File: config.mk
export PLATFORM = sky130hd
export DESIGN_NAME = sensor_recovery_supervisor_top
export DESIGN_NICKNAME = d
export VERILOG_FILES = /design/src/rtl/srs_pkg.sv /design/src/rtl/sensor_recovery_supervisor_top.sv
export SDC_FILE = /design/constraint.sdc
export NUM_CORES = 1
export LEC_CHECK = 0
export BUFFER_PORTS_ARGS = -buffer_cell sky130_fd_sc_hd__buf_2
export CAP_MARGIN = 5
export CORE_ASPECT_RATIO = 2
export CORE_MARGIN = 5
export CORE_UTILIZATION = 55
export CTS_CLUSTER_DIAMETER = 80
export CTS_CLUSTER_SIZE = 40
export DETAILED_ROUTE_END_ITERATION = 10
export PLACE_DENSITY = 0.71
export SLEW_MARGIN = 20
export SYNTH_ARGS = -nofsm -noshare
export SYNTH_HDL_FRONTEND = slang
export SYNTH_SLANG_ARGS = --single-unit
File: constraint.sdc
create_clock -name clk -period 19.4 [get_ports clk]
set_input_delay 2.91 -clock clk [delete_from_list [all_inputs] [get_ports clk]]
set_output_delay 2.91 -clock clk [all_outputs]
set_load 0.01 [all_outputs]
File: src/rtl/srs_pkg.sv
// Shared types, codes and helper functions of the sensor recovery supervisor.
// No dependencies; used by the top level and the checker.
package srs_pkg;

    // Width of the internal time base; time arithmetic wraps at this width
    localparam int TIME_BITS = 32;
    localparam int CMP_BITS  = (TIME_BITS > 32) ? TIME_BITS : 32;
    localparam int CFG_INDEX_BITS = 3;

    typedef logic [TIME_BITS-1:0] time_t;

    // Event kinds
    typedef enum logic [1:0] {
        ACT_SERVICE = 2'd0,
        ACT_REPORT  = 2'd1,
        ACT_TAKE    = 2'd2,
        ACT_START   = 2'd3
    } action_t;

    // Driver condition codes (the spare code behaves as busy)
    localparam logic [1:0] COND_BUSY  = 2'd0;
    localparam logic [1:0] COND_READY = 2'd1;
    localparam logic [1:0] COND_ERROR = 2'd2;
    localparam logic [1:0] COND_SPARE = 2'd3;

    // Restart reason codes
    typedef enum logic [1:0] {
        REASON_NONE   = 2'd0,
        REASON_BUS    = 2'd1,
        REASON_ERRORS = 2'd2,
        REASON_STALE  = 2'd3
    } reason_t;

    // Mode codes as seen on the result item
    localparam logic [2:0] CODE_NOT_STARTED  = 3'd0;
    localparam logic [2:0] CODE_INITIALIZING = 3'd1;
    localparam logic [2:0] CODE_CONFIRMING   = 3'd2;
    localparam logic [2:0] CODE_ACTIVE       = 3'd3;
    localparam logic [2:0] CODE_RESTART_WAIT = 3'd4;
    localparam logic [2:0] CODE_OFFLINE_WAIT = 3'd5;
    localparam logic [2:0] CODE_BUS_WAIT     = 3'd6;
    localparam logic [2:0] CODE_ERROR        = 3'd7;

    // Supervisor state, one-hot
    typedef enum logic [7:0] {
        M_NOT_STARTED  = 8'b0000_0001,
        M_INITIALIZING = 8'b0000_0010,
        M_CONFIRMING   = 8'b0000_0100,
        M_ACTIVE       = 8'b0000_1000,
        M_RESTART_WAIT = 8'b0001_0000,
        M_OFFLINE_WAIT = 8'b0010_0000,
        M_BUS_WAIT     = 8'b0100_0000,
        M_ERROR        = 8'b1000_0000
    } mode_t;

    // Configuration register indexes
    localparam logic [CFG_INDEX_BITS-1:0] CFG_RESTART_DELAY = CFG_INDEX_BITS'(0);
    localparam logic [CFG_INDEX_BITS-1:0] CFG_PROBE_PERIOD  = CFG_INDEX_BITS'(1);
    localparam logic [CFG_INDEX_BITS-1:0] CFG_STALE_RESTART = CFG_INDEX_BITS'(2);
    localparam logic [CFG_INDEX_BITS-1:0] CFG_DRIVER_STALE  = CFG_INDEX_BITS'(3);
    localparam logic [CFG_INDEX_BITS-1:0] CFG_READ_ERR_LIM  = CFG_INDEX_BITS'(4);
    localparam logic [CFG_INDEX_BITS-1:0] CFG_CONFIRM_GOOD  = CFG_INDEX_BITS'(5);

    // Input item
    typedef struct packed {
        logic [1:0]  action;
        logic [31:0] now_ms;
        logic        bus_needs_recovery;
        logic        driver_start_ok;
        logic        bus_abort_error;
        logic [1:0]  driver_condition;
        logic [31:0] success_total;
        logic [31:0] failure_total;
        logic        sample_present;
        logic [31:0] sample_time_ms;
        logic        transfer_busy;
        logic        recovery_ok;
    } evt_t;

    // Result item
    typedef struct packed {
        logic [2:0]  mode;
        logic        online;
        logic        started;
        logic        recovery_pending;
        logic        request_taken;
        logic [1:0]  restart_reason;
        logic [31:0] restart_total;
        logic [7:0]  good_run;
        logic [7:0]  error_run;
        logic        driver_restart;
    } res_t;

    // True once at least dur ticks have passed since from, with wrap
    function automatic logic elapsed(time_t now, time_t from, logic [31:0] dur);
        time_t diff;
        diff = now - from;
        return CMP_BITS'(diff) >= CMP_BITS'(dur);
    endfunction

    // Saturating add of a wide increment onto an 8-bit count
    function automatic logic [7:0] sat_add8(logic [7:0] v, logic [31:0] inc);
        logic [31:0] room;
        room = 32'(8'hFF - v);
        if (inc >= room)
            return 8'hFF;
        return v + inc[7:0];
    endfunction

    // Map one-hot state to its result code
    function automatic logic [2:0] mode_code(mode_t m);
        logic [2:0] code;
        case (m)
            M_NOT_STARTED:  code = CODE_NOT_STARTED;
            M_INITIALIZING: code = CODE_INITIALIZING;
            M_CONFIRMING:   code = CODE_CONFIRMING;
            M_ACTIVE:       code = CODE_ACTIVE;
            M_RESTART_WAIT: code = CODE_RESTART_WAIT;
            M_OFFLINE_WAIT: code = CODE_OFFLINE_WAIT;
            M_BUS_WAIT:     code = CODE_BUS_WAIT;
            M_ERROR:        code = CODE_ERROR;
            default:        code = CODE_NOT_STARTED;
        endcase
        return code;
    endfunction

endpackage

File: src/rtl/sensor_recovery_supervisor_top.sv
// Sensor recovery supervisor: event register, supervisor logic, result register.
// Depends on srs_pkg.
//
//  channel | direction | handshake             | payload
//  --------+-----------+-----------------------+--------------------------
//  evt     | in        | evt_valid / evt_ready | evt_t, one event
//  res     | out       | res_valid / res_ready | res_t, one result per event
//  cfg     | in        | cfg_valid / cfg_ready | cfg_index, cfg_data
//
// Each event is registered, evaluated from the event register and its result registered:
// the result is offered from the result register, one event per cycle sustained while res_ready is high.
// A result waiting on res_ready holds the event register, and evt_ready drops
// while that register holds an item that cannot fire, so at most two items are in flight.
// Reset clears the supervisor state and loads the default configuration.
// cfg_ready is always high; a write takes effect on the next event.
module sensor_recovery_supervisor_top
    import srs_pkg::*;
(
    input  logic                      clk,
    input  logic                      rst_n,
    input  logic                      evt_valid,
    output logic                      evt_ready,
    input  evt_t                      evt,
    output logic                      res_valid,
    input  logic                      res_ready,
    output res_t                      res,
    input  logic                      cfg_valid,
    output logic                      cfg_ready,
    input  logic [CFG_INDEX_BITS-1:0] cfg_index,
    input  logic [31:0]               cfg_data
);

    // Configuration registers
    logic [31:0] restart_delay_reg;
    logic [31:0] probe_period_reg;
    logic [31:0] stale_restart_reg;
    logic [31:0] driver_stale_reg;
    logic [7:0]  read_err_lim_reg;
    logic [7:0]  confirm_good_reg;

    // Supervisor state
    mode_t       mode_reg,     mode_next;
    time_t       since_reg,    since_next;
    logic [31:0] sbase_reg,    sbase_next;
    logic [31:0] fbase_reg,    fbase_next;
    logic [7:0]  good_reg,     good_next;
    logic [7:0]  err_reg,      err_next;
    logic [31:0] restart_reg,  restart_next;
    reason_t     reason_reg,   reason_next;
    logic        pending_reg,  pending_next;
    logic        started_reg,  started_next;

    // Pipeline registers
    evt_t        evt_reg;
    logic        evt_valid_reg;
    res_t        res_reg,      res_next;
    logic        res_valid_reg;

    // Evaluation temporaries
    logic        fire;
    time_t       now_t;
    time_t       fresh_t;
    logic [31:0] wait_ms;
    logic [31:0] sdelta;
    logic [31:0] fdelta;
    logic [7:0]  good_v;
    logic [7:0]  err_v;
    logic        do_start;
    logic        bump;
    logic        taken;
    logic        drv;
    logic        cfg_bad;
    mode_t       start_mode;

    assign fire      = evt_valid_reg && (!res_valid_reg || res_ready);
    assign evt_ready = !evt_valid_reg || fire;
    assign cfg_ready = 1'b1;
    assign res_valid = res_valid_reg;
    assign res       = res_reg;

    assign now_t   = time_t'(evt_reg.now_ms);
    assign cfg_bad = (restart_delay_reg == '0) || (probe_period_reg == '0) ||
                     (stale_restart_reg == '0) || (driver_stale_reg == '0) ||
                     (read_err_lim_reg == '0) || (confirm_good_reg == '0) ||
                     (stale_restart_reg <= driver_stale_reg);

    // Evaluate one event against the current state
    always_comb
    begin
        mode_next    = mode_reg;
        since_next   = since_reg;
        sbase_next   = sbase_reg;
        fbase_next   = fbase_reg;
        good_next    = good_reg;
        err_next     = err_reg;
        restart_next = restart_reg;
        reason_next  = reason_reg;
        pending_next = pending_reg;
        started_next = started_reg;
        taken        = 1'b0;
        drv          = 1'b0;
        do_start     = 1'b0;
        bump         = 1'b0;
        wait_ms      = '0;
        fresh_t      = '0;
        sdelta       = evt_reg.success_total - sbase_reg;
        fdelta       = evt_reg.failure_total - fbase_reg;
        good_v       = good_reg;
        err_v        = err_reg;
        start_mode   = evt_reg.driver_start_ok ? M_INITIALIZING : M_ERROR;

        case (evt_reg.action)
            ACT_SERVICE:
            begin
                if (started_reg)
                begin
                    if (mode_reg == M_RESTART_WAIT || mode_reg == M_OFFLINE_WAIT)
                    begin
                        // Restart the driver once the wait has run out
                        wait_ms = (mode_reg == M_RESTART_WAIT) ? restart_delay_reg
                                                               : probe_period_reg;
                        if (elapsed(now_t, since_reg, wait_ms))
                        begin
                            bump     = 1'b1;
                            do_start = 1'b1;
                            drv      = 1'b1;
                        end
                    end
                    else if (mode_reg != M_BUS_WAIT && mode_reg != M_ERROR)
                    begin
                        if (evt_reg.bus_needs_recovery || evt_reg.bus_abort_error)
                        begin
                            // Raise a bus recovery request
                            pending_next = 1'b1;
                            reason_next  = REASON_BUS;
                            mode_next    = M_BUS_WAIT;
                            since_next   = now_t;
                        end
                        else
                        begin
                            // Count new good or failed samples
                            sbase_next = evt_reg.success_total;
                            fbase_next = evt_reg.failure_total;
                            if (sdelta != '0)
                            begin
                                err_v  = '0;
                                good_v = sat_add8(good_reg, sdelta);
                            end
                            else if (fdelta != '0)
                            begin
                                good_v = '0;
                                err_v  = sat_add8(err_reg, fdelta);
                            end

                            if (mode_reg == M_INITIALIZING)
                            begin
                                if (evt_reg.driver_condition == COND_ERROR)
                                begin
                                    mode_next  = M_OFFLINE_WAIT;
                                    since_next = now_t;
                                end
                                else if (evt_reg.driver_condition == COND_READY)
                                begin
                                    good_v     = '0;
                                    mode_next  = M_CONFIRMING;
                                    since_next = now_t;
                                end
                            end
                            else
                            begin
                                if (mode_reg == M_CONFIRMING && good_v >= confirm_good_reg)
                                begin
                                    mode_next  = M_ACTIVE;
                                    since_next = now_t;
                                end
                                if (err_v >= read_err_lim_reg)
                                begin
                                    reason_next = REASON_ERRORS;
                                    good_v      = '0;
                                    err_v       = '0;
                                    mode_next   = M_RESTART_WAIT;
                                    since_next  = now_t;
                                end
                                else
                                begin
                                    // Stale check against sample or mode start time
                                    fresh_t = evt_reg.sample_present ?
                                              time_t'(evt_reg.sample_time_ms) : since_next;
                                    if (!evt_reg.transfer_busy &&
                                        elapsed(now_t, fresh_t, stale_restart_reg))
                                    begin
                                        reason_next = REASON_STALE;
                                        good_v      = '0;
                                        err_v       = '0;
                                        mode_next   = M_RESTART_WAIT;
                                        since_next  = now_t;
                                    end
                                end
                            end
                            good_next = good_v;
                            err_next  = err_v;
                        end
                    end
                end
            end
            ACT_REPORT:
            begin
                if (started_reg && mode_reg != M_ERROR)
                begin
                    pending_next = 1'b0;
                    reason_next  = REASON_BUS;
                    if (evt_reg.recovery_ok)
                    begin
                        bump     = 1'b1;
                        do_start = 1'b1;
                        drv      = 1'b1;
                    end
                    else if (mode_reg != M_OFFLINE_WAIT)
                    begin
                        mode_next  = M_OFFLINE_WAIT;
                        since_next = now_t;
                    end
                end
            end
            ACT_TAKE:
            begin
                taken        = pending_reg;
                pending_next = 1'b0;
            end
            ACT_START:
            begin
                // Clear everything, then start if the configuration is sane
                mode_next    = M_NOT_STARTED;
                since_next   = '0;
                sbase_next   = '0;
                fbase_next   = '0;
                good_next    = '0;
                err_next     = '0;
                restart_next = '0;
                reason_next  = REASON_NONE;
                pending_next = 1'b0;
                started_next = 1'b0;
                if (cfg_bad)
                begin
                    mode_next = M_ERROR;
                end
                else
                begin
                    started_next = 1'b1;
                    do_start     = 1'b1;
                    drv          = 1'b1;
                end
            end
            default:
            begin
                taken = 1'b0;
            end
        endcase

        // Count a restart, holding at the maximum
        if (bump && restart_reg != '1)
            restart_next = restart_reg + 32'd1;

        // Driver start: take new bases, clear the run counters and the pending request, enter the start mode
        if (do_start)
        begin
            sbase_next   = evt_reg.success_total;
            fbase_next   = evt_reg.failure_total;
            good_next    = '0;
            err_next     = '0;
            pending_next = 1'b0;
            if (mode_next != start_mode)
            begin
                mode_next  = start_mode;
                since_next = now_t;
            end
        end

        res_next.mode             = mode_code(mode_next);
        res_next.online           = (mode_next == M_ACTIVE);
        res_next.started          = started_next;
        res_next.recovery_pending = pending_next;
        res_next.request_taken    = taken;
        res_next.restart_reason   = reason_next;
        res_next.restart_total    = restart_next;
        res_next.good_run         = good_next;
        res_next.error_run        = err_next;
        res_next.driver_restart   = drv;
    end

    // Hold configuration; ignore indexes beyond the list
    always_ff @(posedge clk or negedge rst_n)
    begin
        if (!rst_n)
        begin
            restart_delay_reg <= 32'd100;
            probe_period_reg  <= 32'd1000;
            stale_restart_reg <= 32'd2000;
            driver_stale_reg  <= 32'd500;
            read_err_lim_reg  <= 8'd3;
            confirm_good_reg  <= 8'd5;
        end
        else if (cfg_valid && cfg_ready)
        begin
            case (cfg_index)
                CFG_RESTART_DELAY: restart_delay_reg <= cfg_data;
                CFG_PROBE_PERIOD:  probe_period_reg  <= cfg_data;
                CFG_STALE_RESTART: stale_restart_reg <= cfg_data;
                CFG_DRIVER_STALE:  driver_stale_reg  <= cfg_data;
                CFG_READ_ERR_LIM:  read_err_lim_reg  <= cfg_data[7:0];
                CFG_CONFIRM_GOOD:  confirm_good_reg  <= cfg_data[7:0];
                default:           restart_delay_reg <= restart_delay_reg;
            endcase
        end
    end

    // Advance the event register
    always_ff @(posedge clk or negedge rst_n)
    begin
        if (!rst_n)
            evt_valid_reg <= 1'b0;
        else if (evt_ready)
            evt_valid_reg <= evt_valid;
    end

    always_ff @(posedge clk)
    begin
        if (evt_ready && evt_valid)
            evt_reg <= evt;
    end

    // Commit state and result when the event fires
    always_ff @(posedge clk or negedge rst_n)
    begin
        if (!rst_n)
        begin
            mode_reg      <= M_NOT_STARTED;
            since_reg     <= '0;
            sbase_reg     <= '0;
            fbase_reg     <= '0;
            good_reg      <= '0;
            err_reg       <= '0;
            restart_reg   <= '0;
            reason_reg    <= REASON_NONE;
            pending_reg   <= 1'b0;
            started_reg   <= 1'b0;
            res_valid_reg <= 1'b0;
        end
        else if (fire)
        begin
            mode_reg      <= mode_next;
            since_reg     <= since_next;
            sbase_reg     <= sbase_next;
            fbase_reg     <= fbase_next;
            good_reg      <= good_next;
            err_reg       <= err_next;
            restart_reg   <= restart_next;
            reason_reg    <= reason_next;
            pending_reg   <= pending_next;
            started_reg   <= started_next;
            res_valid_reg <= 1'b1;
        end
        else if (res_ready)
        begin
            res_valid_reg <= 1'b0;
        end
    end

    always_ff @(posedge clk)
    begin
        if (fire)
            res_reg <= res_next;
    end

endmodule

==> flow_summary.json, run 1 <==
{
  "post-dp-hpwl_mm": 73.72,
  "drc": 0,
  "syn_area_mm2": 0.03194,
  "worst_pin_slew_ns": 1.220,
  "fin_tns_setup_ns": 0,
  "largest_reg_flops": 106,
  "cts_tree": "done",
  "ys.flop_type": "dfrtp_1",
  "synth_compound_area_share_pct": 19.15,
  "final_util_pct": 59.65,
  "syn_inst": 3268,
  "synthMuxAreaShare_pct": 6.417,
  "postSynthAreaPerCell_um2": 9.773,
  "final_antenna_net_count": 0,
  "grt_util_all_layers_pct": 28.85,
  "antenna_found_initial": 4,
  "max_cap_viol_count": 0,
  "path_clk_slew_ns": 0.13,
  "nets": 3870,
  "critPathRequiredTime_ns": 19.91,
  "fmax_ghz": 0.07269,
  "grt_pass1_wl_mm": 146.5,
  "cts_root_buf": "clkbuf_16",
  "die_w_um": 180.4,
  "area_growth_pct": 8.074,
  "fin_crit_sh_pct": 70.91,
  "power_mw": 4.094,
  "setup_violations": 0,
  "ir_drop_mv": 0.1159,
  "yosys_register_bits": 498,
  "pin_count": 239,
  "drt_pre_antenna_iters": 5,
  "hold_viol_final": 0,
  "synth-simple-area-share_pct": 14.53,
  "grt_max_degree": 125,
  "post_layout_nonfiller_instances": 4202,
  "seqPwrFrac_pct": 35.3,
  "clk_path_buf_depth": 3,
  "htree_levels": 1,
  "critPathArrivalTime_ns": 14.27,
  "whs_ns": 0.5015,
  "hold_class": "reg2reg",
  "slew_headroom_pct": 17.90,
  "fin_skew_ns": 0.03497,
  "numCtsBuffers": 19,
  "ctsHoldBuffers": 0,
  "place_inst": 4167,
  "syn-num-nets": 3712,
  "internal_power_mw": 2.357,
  "status": "finished, final reports clean",
  "drtIter0Drc": 1509,
  "critPathMaxStageDelay_ns": 0.61,
  "cts_resized": 0,
  "vias": 26300,
  "synth_fa_ha_area_share_pct": 10.56,
  "die_h_um": 350.8,
  "start_util_pct": 55.19,
  "clock_sinks": 498,
  "powerDensity_mw_per_mm2": 118.6,
  "dieArea_mm2": 0.06328,
  "rows": 125,
  "post_dp_cell_area_mm2": 0.03381,
  "critPathMaxFanout": 34,
  "fin_crit_ns": 13.76,
  "clock_latency_ns": 0.60,
  "async_reset_ff_share_pct": 60.64,
  "gp_congestion": 0.9704,
  "post_cts_buffers": 0,
  "wl_mm": 94.03,
  "synth-edff-count": 196,
  "clockPowerShare_pct": 14.1,
  "final_cell_mix": "dfrtp_1, ha_1, o21ai_0",
  "cpMostUsedCell": "a21oi_1",
  "cpMaxStageDelayCell": "a221oi_1",
  "setup_slack_ns": 5.643,
  "final_common_cell": "dfrtp_1",
  "reg2reg_slack_ns": 5.64,
  "slew_violations": 0,
  "power.leakage_nw": 15.09,
  "drive_gt1_share_pct": 14.81,
  "synth_seq_area_share_pct": 42.19,
  "critical_path_class": "reg2reg",
  "start_kind": "register",
  "synth_top_family_by_area": "compound AO/OA/AOI/OAI gates",
  "io_buffers": 237,
  "via_per_inst": 6.258,
  "ys_types": 108,
  "rsz0062_at_grt": "false",
  "yosys_warnings": 0,
  "routedWlPerCell_um": 22.38,
  "swShare_pct": 42.43,
  "core_area_mm2": 0.05787,
  "combPwrFrac_pct": 50.6,
  "globalRouteOverflowTotal": 0,
  "switchingPower_mw": 1.737,
  "fin_area_mm2": 0.03452,
  "crit_path_end_kind": "register",
  "grt_pass1_vias": 27030,
  "synth_xor_area_share_pct": 2.742,
  "pre_cts_ws_ns": 5.770
}
==> synthesized netlist by cell type (all sizes together), types with 73 or more instances <==
library cell / n / area [um^2]
dfrtp: 276 / 6907
inv: 233 / 874.6
nand3: 137 / 685.7
ha: 260 / 3253
mux2: 123 / 1389
edfxtp: 196 / 5886
o21ai: 258 / 1291
nor2: 191 / 716.9
xnor2: 73 / 639.4
clkbuf: 89 / 334.1
nand2: 236 / 888.4
a21oi: 230 / 1166
a21o: 80 / 600.6
==> cell type report <==
type | count | area, um^2
diodes | 2 | 5.005
clock buffers | 22 | 486.7
clock inverters | 11 | 193.9
fillers | 4986 | 23350
inverters | 233 | 877.1
multi-input cells | 2412 | 17130
flip-flops and latches | 498 | 13480
well taps | 762 | 953.4
repair buffers | 262 | 1395
==> worst max-delay path, delay by kind of cell (launching register included) <==
family	cells	cell delay [ns]
AO/OA/AOI/OAI	30	7.89
XOR/XNOR	1	0.14
adder cells (fa/ha/maj)	5	1.35
buffers and inverters	4	1.01
flip-flops	1	0.41
multiplexers	1	0.28
AND/OR/NAND/NOR	9	2.55
==> path summary, 6_finish.rpt <==
path | from | to | cells past startpoint
max in group asynchronous | rst_n | sbase_reg[21] | 2
min | sbase_reg[0] | sbase_reg[0] | 2
max reg2reg | evt_reg[67] | since_reg[2] | 50
min reg2reg | sbase_reg[0] | sbase_reg[0] | 2
max | evt_reg[67] | since_reg[2] | 50
min in group asynchronous | rst_n | restart_reg[25] | 1
==> power by group through the flow <==
stage / Combinational [mW] / Sequential (mW) / Clock (mW)
4_1_cts: 2.06 / 1.44 / 0.594
2_1_floorplan: 1.51 / 1.41 / 0
3_5_place_dp: 2.05 / 1.46 / 0
6_report: 2.07 / 1.44 / 0.577
3_3_place_gp: 1.98 / 1.45 / 0
5_1_grt: 2.30 / 1.46 / 0.627
==> cells by family (layout without fill, tap and decap cells) <==
| logic type | count (synthesis) | count (layout) |
|---|---|---|
| flip-flops | 498 | 498 |
| AND/OR/NAND/NOR | 914 | 914 |
| AO/OA/AOI/OAI | 942 | 942 |
| other | 1 | 3 |
| multiplexers | 189 | 189 |
| XOR/XNOR | 100 | 100 |
| buffers and inverters | 358 | 528 |
| adder cells (fa/ha/maj) | 266 | 266 |
==> routing by layer <==
layer	GRT usage [%]	up-vias	routed length (um)
li1	-	12380	-
met1	30.43	12770	33200
met2	55.70	884	50140
met3	2.442	259	4280
met4	16.51	2	6395
met5	0	-	13
Power figures use the tool's default switching activity.
==> run 2, diff against run 1 <==
- PLACE_DENSITY: 0.71 -> 0.74
- clock period: 19.4 -> 12 ns (I/O delays scaled with it)
==> run 2 against run 1 <==
Against the previous run:
- register-to-register slack got worse by 4.9 ns
- worst setup slack got worse by 4.9 ns
- non-clock buffer count rose by 26
- critical endpoint is now since_reg[8]
- largest power group unchanged
==> flow_summary.json, run 2 (same netlist as run 1, synthesis figures left out) <==
{
  "status": "finished, final reports clean",
  "area_growth_pct": 9.101,
  "cts_root_buf": "clkbuf_16",
  "power.leakage_nw": 15.28,
  "drt_pre_antenna_iters": 6,
  "gp_congestion": 0.9900,
  "largest_reg_flops": 106,
  "drive_gt1_share_pct": 15.96,
  "pin_count": 239,
  "hold_class": "reg2reg",
  "cp_top_family": "compound AO/OA/AOI/OAI gates",
  "clock_sinks": 498,
  "routedWlPerCell_um": 21.51,
  "hold_viol_final": 0,
  "io_buffers": 237,
  "path_clk_slew_ns": 0.13,
  "hp-start": "sbase_reg[0]",
  "vias": 26290,
  "rsz0062_at_grt": "true",
  "fin_area_mm2": 0.03484,
  "globalRouteOverflowTotal": 0,
  "reg2reg_from": "evt_reg[35]",
  "drc": 0,
  "post-dp-hpwl_mm": 70.70,
  "core_area_mm2": 0.05787,
  "holdPathStages": 2,
  "grt_max_degree": 125,
  "critPathRequiredTime_ns": 12.52,
  "start_util_pct": 55.19,
  "post_layout_nonfiller_instances": 4230,
  "grt_pass1_vias": 26260,
  "drtIter0Drc": 1683,
  "die_h_um": 350.8,
  "critical_path_class": "reg2reg",
  "cpMaxStageDelayCell": "or4_1",
  "ctsHoldBuffers": 0,
  "via_per_inst": 6.214,
  "critPathMaxFanout": 10,
  "ir_drop_mv": 0.1929,
  "grt_pass1_wl_mm": 140.8,
  "fin_crit_ns": 11.29,
  "slew_violations": 0,
  "numCtsBuffers": 19,
  "final_cell_mix": "dfrtp_1, ha_1, o21ai_0",
  "fmax_ghz": 0.08856,
  "post_dp_cell_area_mm2": 0.03396,
  "path_buf_inv": 3,
  "setup_slack_ns": 0.7078,
  "clock_latency_ns": 0.60,
  "crit_path_end_kind": "register",
  "nets": 3897,
  "powerDensity_mw_per_mm2": 190.2,
  "start_kind": "register",
  "setup_violations": 0,
  "worst_pin_slew_ns": 1.120,
  "rr_endpoint": "since_reg[8]",
  "critPathMaxStageDelay_ns": 0.57,
  "dieArea_mm2": 0.06328,
  "critPathArrivalTime_ns": 11.81,
  "htree_levels": 1,
  "cts_tree": "done",
  "place_inst": 4187,
  "antenna_found_initial": 6,
  "final_common_cell": "dfrtp_1",
  "hold_end": "sbase_reg[0]",
  "rows": 125,
  "reg2reg_slack_ns": 0.71,
  "fin_crit_sh_pct": 94.10,
  "grt_util_all_layers_pct": 27.64,
  "fin_skew_ns": 0.02332,
  "die_w_um": 180.4,
  "pre_cts_ws_ns": 0.04715,
  "rr_worst_depth": 51,
  "clk_path_buf_depth": 3,
  "wl_mm": 90.98,
  "final_antenna_net_count": 0,
  "max_cap_viol_count": 0,
  "slew_headroom_pct": 24.64
}
==> run 2: per-layer routing <==
| metal | part of all wire [%] | track usage [%] | vias to the layer above |
|---|---|---|---|
| met2 | 52 | 52.23 | 894 |
| li1 | - | - | 12430 |
| met3 | 4.3 | 2.473 | 303 |
| met5 | 0.023 | 0 | - |
| met1 | 36 | 29.51 | 12660 |
| met4 | 7.5 | 17.08 | 4 |
==> run 2: cell type report <==
class	count	area [um^2]
Timing Repair Buffer	288	1594
Clock inverter	11	151.4
Fill cell	5124	23020
Clock buffer	22	529.3
Tap cell	762	953.4
Sequential cell	498	13480
Antenna cell	3	7.507
Inverter	233	877.1
Multi-Input combinational cell	2413	17260
==> run 2: worst register-to-register path: cells and delay by family (launching register included) <==
kind                       cells  cell delay, ns
buffers and inverters          3            0.37
and+or+nand+nor               10            2.12
muxes                          1            0.19
adders and majority gates      5            1.33
xor gates and xnor gates       2            0.37
AOI/OAI and AO/OA             30            6.46
DFF                            1            0.41
==> run 2: what timing repair did <==
action,CTS,global route
setup endpoints to repair,0,71
gates resized for setup,0,27
setup buffers,0,6
endpoints found under the hold margin,0,0
==> run 2: how the worst max path moves through the flow <==
stage	cells after the start	slack, ns	end	startpoint
floorplan	53	1.25	since_reg[0]	evt_reg[35]
global placement	47	0.22	since_reg[9]	evt_reg[67]
detailed placement	47	0.05	since_reg[9]	evt_reg[67]
CTS	47	0.02	since_reg[23]	evt_reg[67]
global route	50	-0.09	since_reg[26]	evt_reg[35]
finish	51	0.71	since_reg[8]	evt_reg[35]
==> run 2: power breakdown <==
group / internal, mW / total (mW) / switching (mW)
clock: 0.351 / 0.934 / 0.583
combinational: 1.40 / 3.36 / 1.96
sequential: 2.09 / 2.34 / 0.246
total: 3.84 / 6.63 / 2.79
==> run 2: stage by stage <==
| step | power [mW] | hold slack (ns) | setup TNS [ns] | util (%) |
|---|---|---|---|---|
| global route | 7.116 | 0.5235 | -2.124 | 60.20 |
| detailed placement | 5.640 | 0.4745 | 0 | 58.68 |
| floorplan | 4.718 | 0.4453 | 0 | - |
| global placement | 5.581 | 0.4600 | 0 | 58.68 |
| finish | 6.629 | 0.4997 | 0 | 60.21 |
| CTS | 6.587 | 0.5042 | 0 | 59.86 |
==> run 3, diff against run 2 <==
- BUFFER_PORTS_ARGS: -buffer_cell sky130_fd_sc_hd__buf_2 -> -buffer_cell sky130_fd_sc_hd__buf_4
==> run 3 against run 2 <==
Against the previous run:
- the run now ends with design-rule violations left
- wire length is 6.2% higher
- design area is 2.3% higher
- total power is 1.4% higher
- first-iteration DRC count is 5.2% lower
- combinational power is 3% higher
- clock-buffer cell count is 1 higher
- register-to-register slack worse by 0.07 ns
- critical endpoint is now since_reg[13]
- worst hold slack worse by 0.0036 ns
- cell count is 0.50% higher
==> flow_summary.json, run 3 (same netlist as run 1, synthesis figures left out) <==
{
  "clock_latency_ns": 0.61,
  "fmax_ghz": 0.08802,
  "largest_reg_flops": 106,
  "holdPathStages": 2,
  "clk_path_buf_depth": 3,
  "failed_checks": "design-rule violations",
  "drive_gt1_share_pct": 16.47,
  "cts_tree": "done",
  "final_common_cell": "buf_4",
  "fin_skew_ns": 0.05545,
  "ctsHoldBuffers": 0,
  "clock_sinks": 498,
  "combPwrFrac_pct": 51.6,
  "vias": 26590,
  "start_kind": "register",
  "fill_cells": 4870,
  "numCtsBuffers": 19,
  "hold_viol_final": 0,
  "pin_count": 239,
  "hold_end": "fbase_reg[0]",
  "critPathMaxFanout": 12,
  "htree_levels": 1,
  "fin_tns_setup_ns": 0,
  "routedWlPerCell_um": 22.73,
  "critPathArrivalTime_ns": 11.84,
  "core_area_mm2": 0.05787,
  "drt_pre_antenna_iters": 8,
  "grt_pass1_wl_mm": 147.9,
  "power_mw": 6.721,
  "fin_crit_ns": 11.36,
  "grt_pass1_vias": 26990,
  "drc": 2,
  "grt_max_degree": 159,
  "setup_violations": 0,
  "rr_worst_depth": 53,
  "path_clk_slew_ns": 0.14,
  "final_antenna_net_count": 0,
  "reg2reg_from": "evt_reg[39]",
  "seqPwrFrac_pct": 34.8,
  "powerDensity_mw_per_mm2": 188.5,
  "io_buffers": 237,
  "wl_mm": 96.63,
  "final_cell_mix": "buf_4, dfrtp_1, ha_1",
  "fin_crit_sh_pct": 94.68,
  "post-dp-hpwl_mm": 75.31,
  "switchingPower_mw": 2.848,
  "die_w_um": 180.4,
  "nets": 3918,
  "cts_root_buf": "clkbuf_16",
  "critical_path_class": "reg2reg",
  "ir_drop_mv": 0.1901,
  "clockPowerShare_pct": 13.6,
  "area_growth_pct": 11.65,
  "critPathMaxStageDelay_ns": 0.58,
  "slew_violations": 0,
  "seq_area_mm2": 0.01348,
  "final_util_pct": 61.62,
  "internal_power_mw": 3.873,
  "globalRouteOverflowTotal": 0,
  "grt_util_all_layers_pct": 29.23,
  "worst_pin_slew_ns": 1.324,
  "start_util_pct": 55.19,
  "hp-start": "fbase_reg[0]",
  "rows": 125,
  "drtIter0Drc": 1596,
  "cpMaxStageDelayCell": "or4_4",
  "multi_input_area_mm2": 0.01727,
  "rr_endpoint": "since_reg[13]",
  "slew_headroom_pct": 10.93,
  "die_h_um": 350.8,
  "critPathRequiredTime_ns": 12.48,
  "power.leakage_nw": 15.58,
  "antenna_found_initial": 3,
  "swShare_pct": 42.37,
  "gp_congestion": 1.029,
  "reg2reg_slack_ns": 0.64,
  "max_cap_viol_count": 0,
  "via_per_inst": 6.255,
  "crit_path_end_kind": "register",
  "hold_class": "reg2reg",
  "dieArea_mm2": 0.06328,
  "status": "finished, violations left"
}
[run 3: cell count changes in the layout (fill, tap and decap cells not counted), moves of 3 or more]
cell      change
o21ai_0       -4
a211oi_1      -3
o21ai_1       +6
buf_12        +4
clkbuf_1      +3
inv_12        -3
buf_2       -236
buf_4       +253
[run 3: power groups by stage]
stage / combinational, mW / clock (mW) / sequential, mW
after floorplan: 2.43 / 0 / 2.28
after global placement: 3.27 / 0 / 2.36
after detailed placement: 3.37 / 0 / 2.37
after CTS: 3.39 / 0.938 / 2.33
after global routing: 3.83 / 0.999 / 2.37
final: 3.47 / 0.912 / 2.34
[run 3: final cells by class]
class                           instances  area share, %
Antenna cell                            3        0.02105
Clock buffer                           23          1.376
Clock inverter                         10         0.4702
Inverter                              233          2.460
Multi-Input combinational cell       2413          48.44
Sequential cell                       498          37.79
Tap cell                              762          2.674
Timing Repair Buffer                  309          6.765
[run 3: stage by stage]
stage	setup slack, ns	hold slack, ns	std cells	cell area, um^2
floorplan	1.253	0.4453	3268	31940
global placement	0.4487	0.4617	4202	34700
detailed placement	0.0009965	0.4677	4202	34700
CTS	0.08006	0.4988	4235	35370
global route	-0.06685	0.5394	4248	35650
finish	0.6389	0.4961	4251	35660
[run 3: what timing repair did]
action	4_1_cts	5_1_grt
gates resized for setup	2	32
gates cloned	0	1
pin swaps	0	10
endpoints found under the setup margin	14	73
setup buffers	0	10
[run 3: layer usage]
metal	vias up	global-route usage, %	wire length (um)
met5	-	0	0
met4	0	16.90	6663
met3	271	3.611	4153
met2	842	56.47	51930
met1	13000	29.97	33880
li1	12480	-	-
[run 3: worst max path at each step]
| stage | cells after the start | from | slack, ns | end |
|---|---|---|---|---|
| finish | 53 | evt_reg[39] | 0.64 | since_reg[13] |
| global placement | 49 | evt_reg[67] | 0.45 | since_reg[0] |
| CTS | 51 | evt_reg[67] | 0.08 | res[55] |
| global route | 54 | evt_reg[76] | -0.07 | since_reg[9] |
| detailed placement | 49 | evt_reg[67] | 0.001 | since_reg[10] |
| floorplan | 53 | evt_reg[35] | 1.25 | since_reg[0] |
[run 3: worst max-delay path: cells and delay by family, from the launching register on]
kind	cells	cell delay (ns)
AO/OA/AOI/OAI	29	5.42
XOR/XNOR	1	0.15
adder cells (fa/ha/maj)	4	1.23
buffers and inverters	7	1.21
flip-flops	1	0.43
multiplexers	1	0.18
AND/OR/NAND/NOR	11	2.62
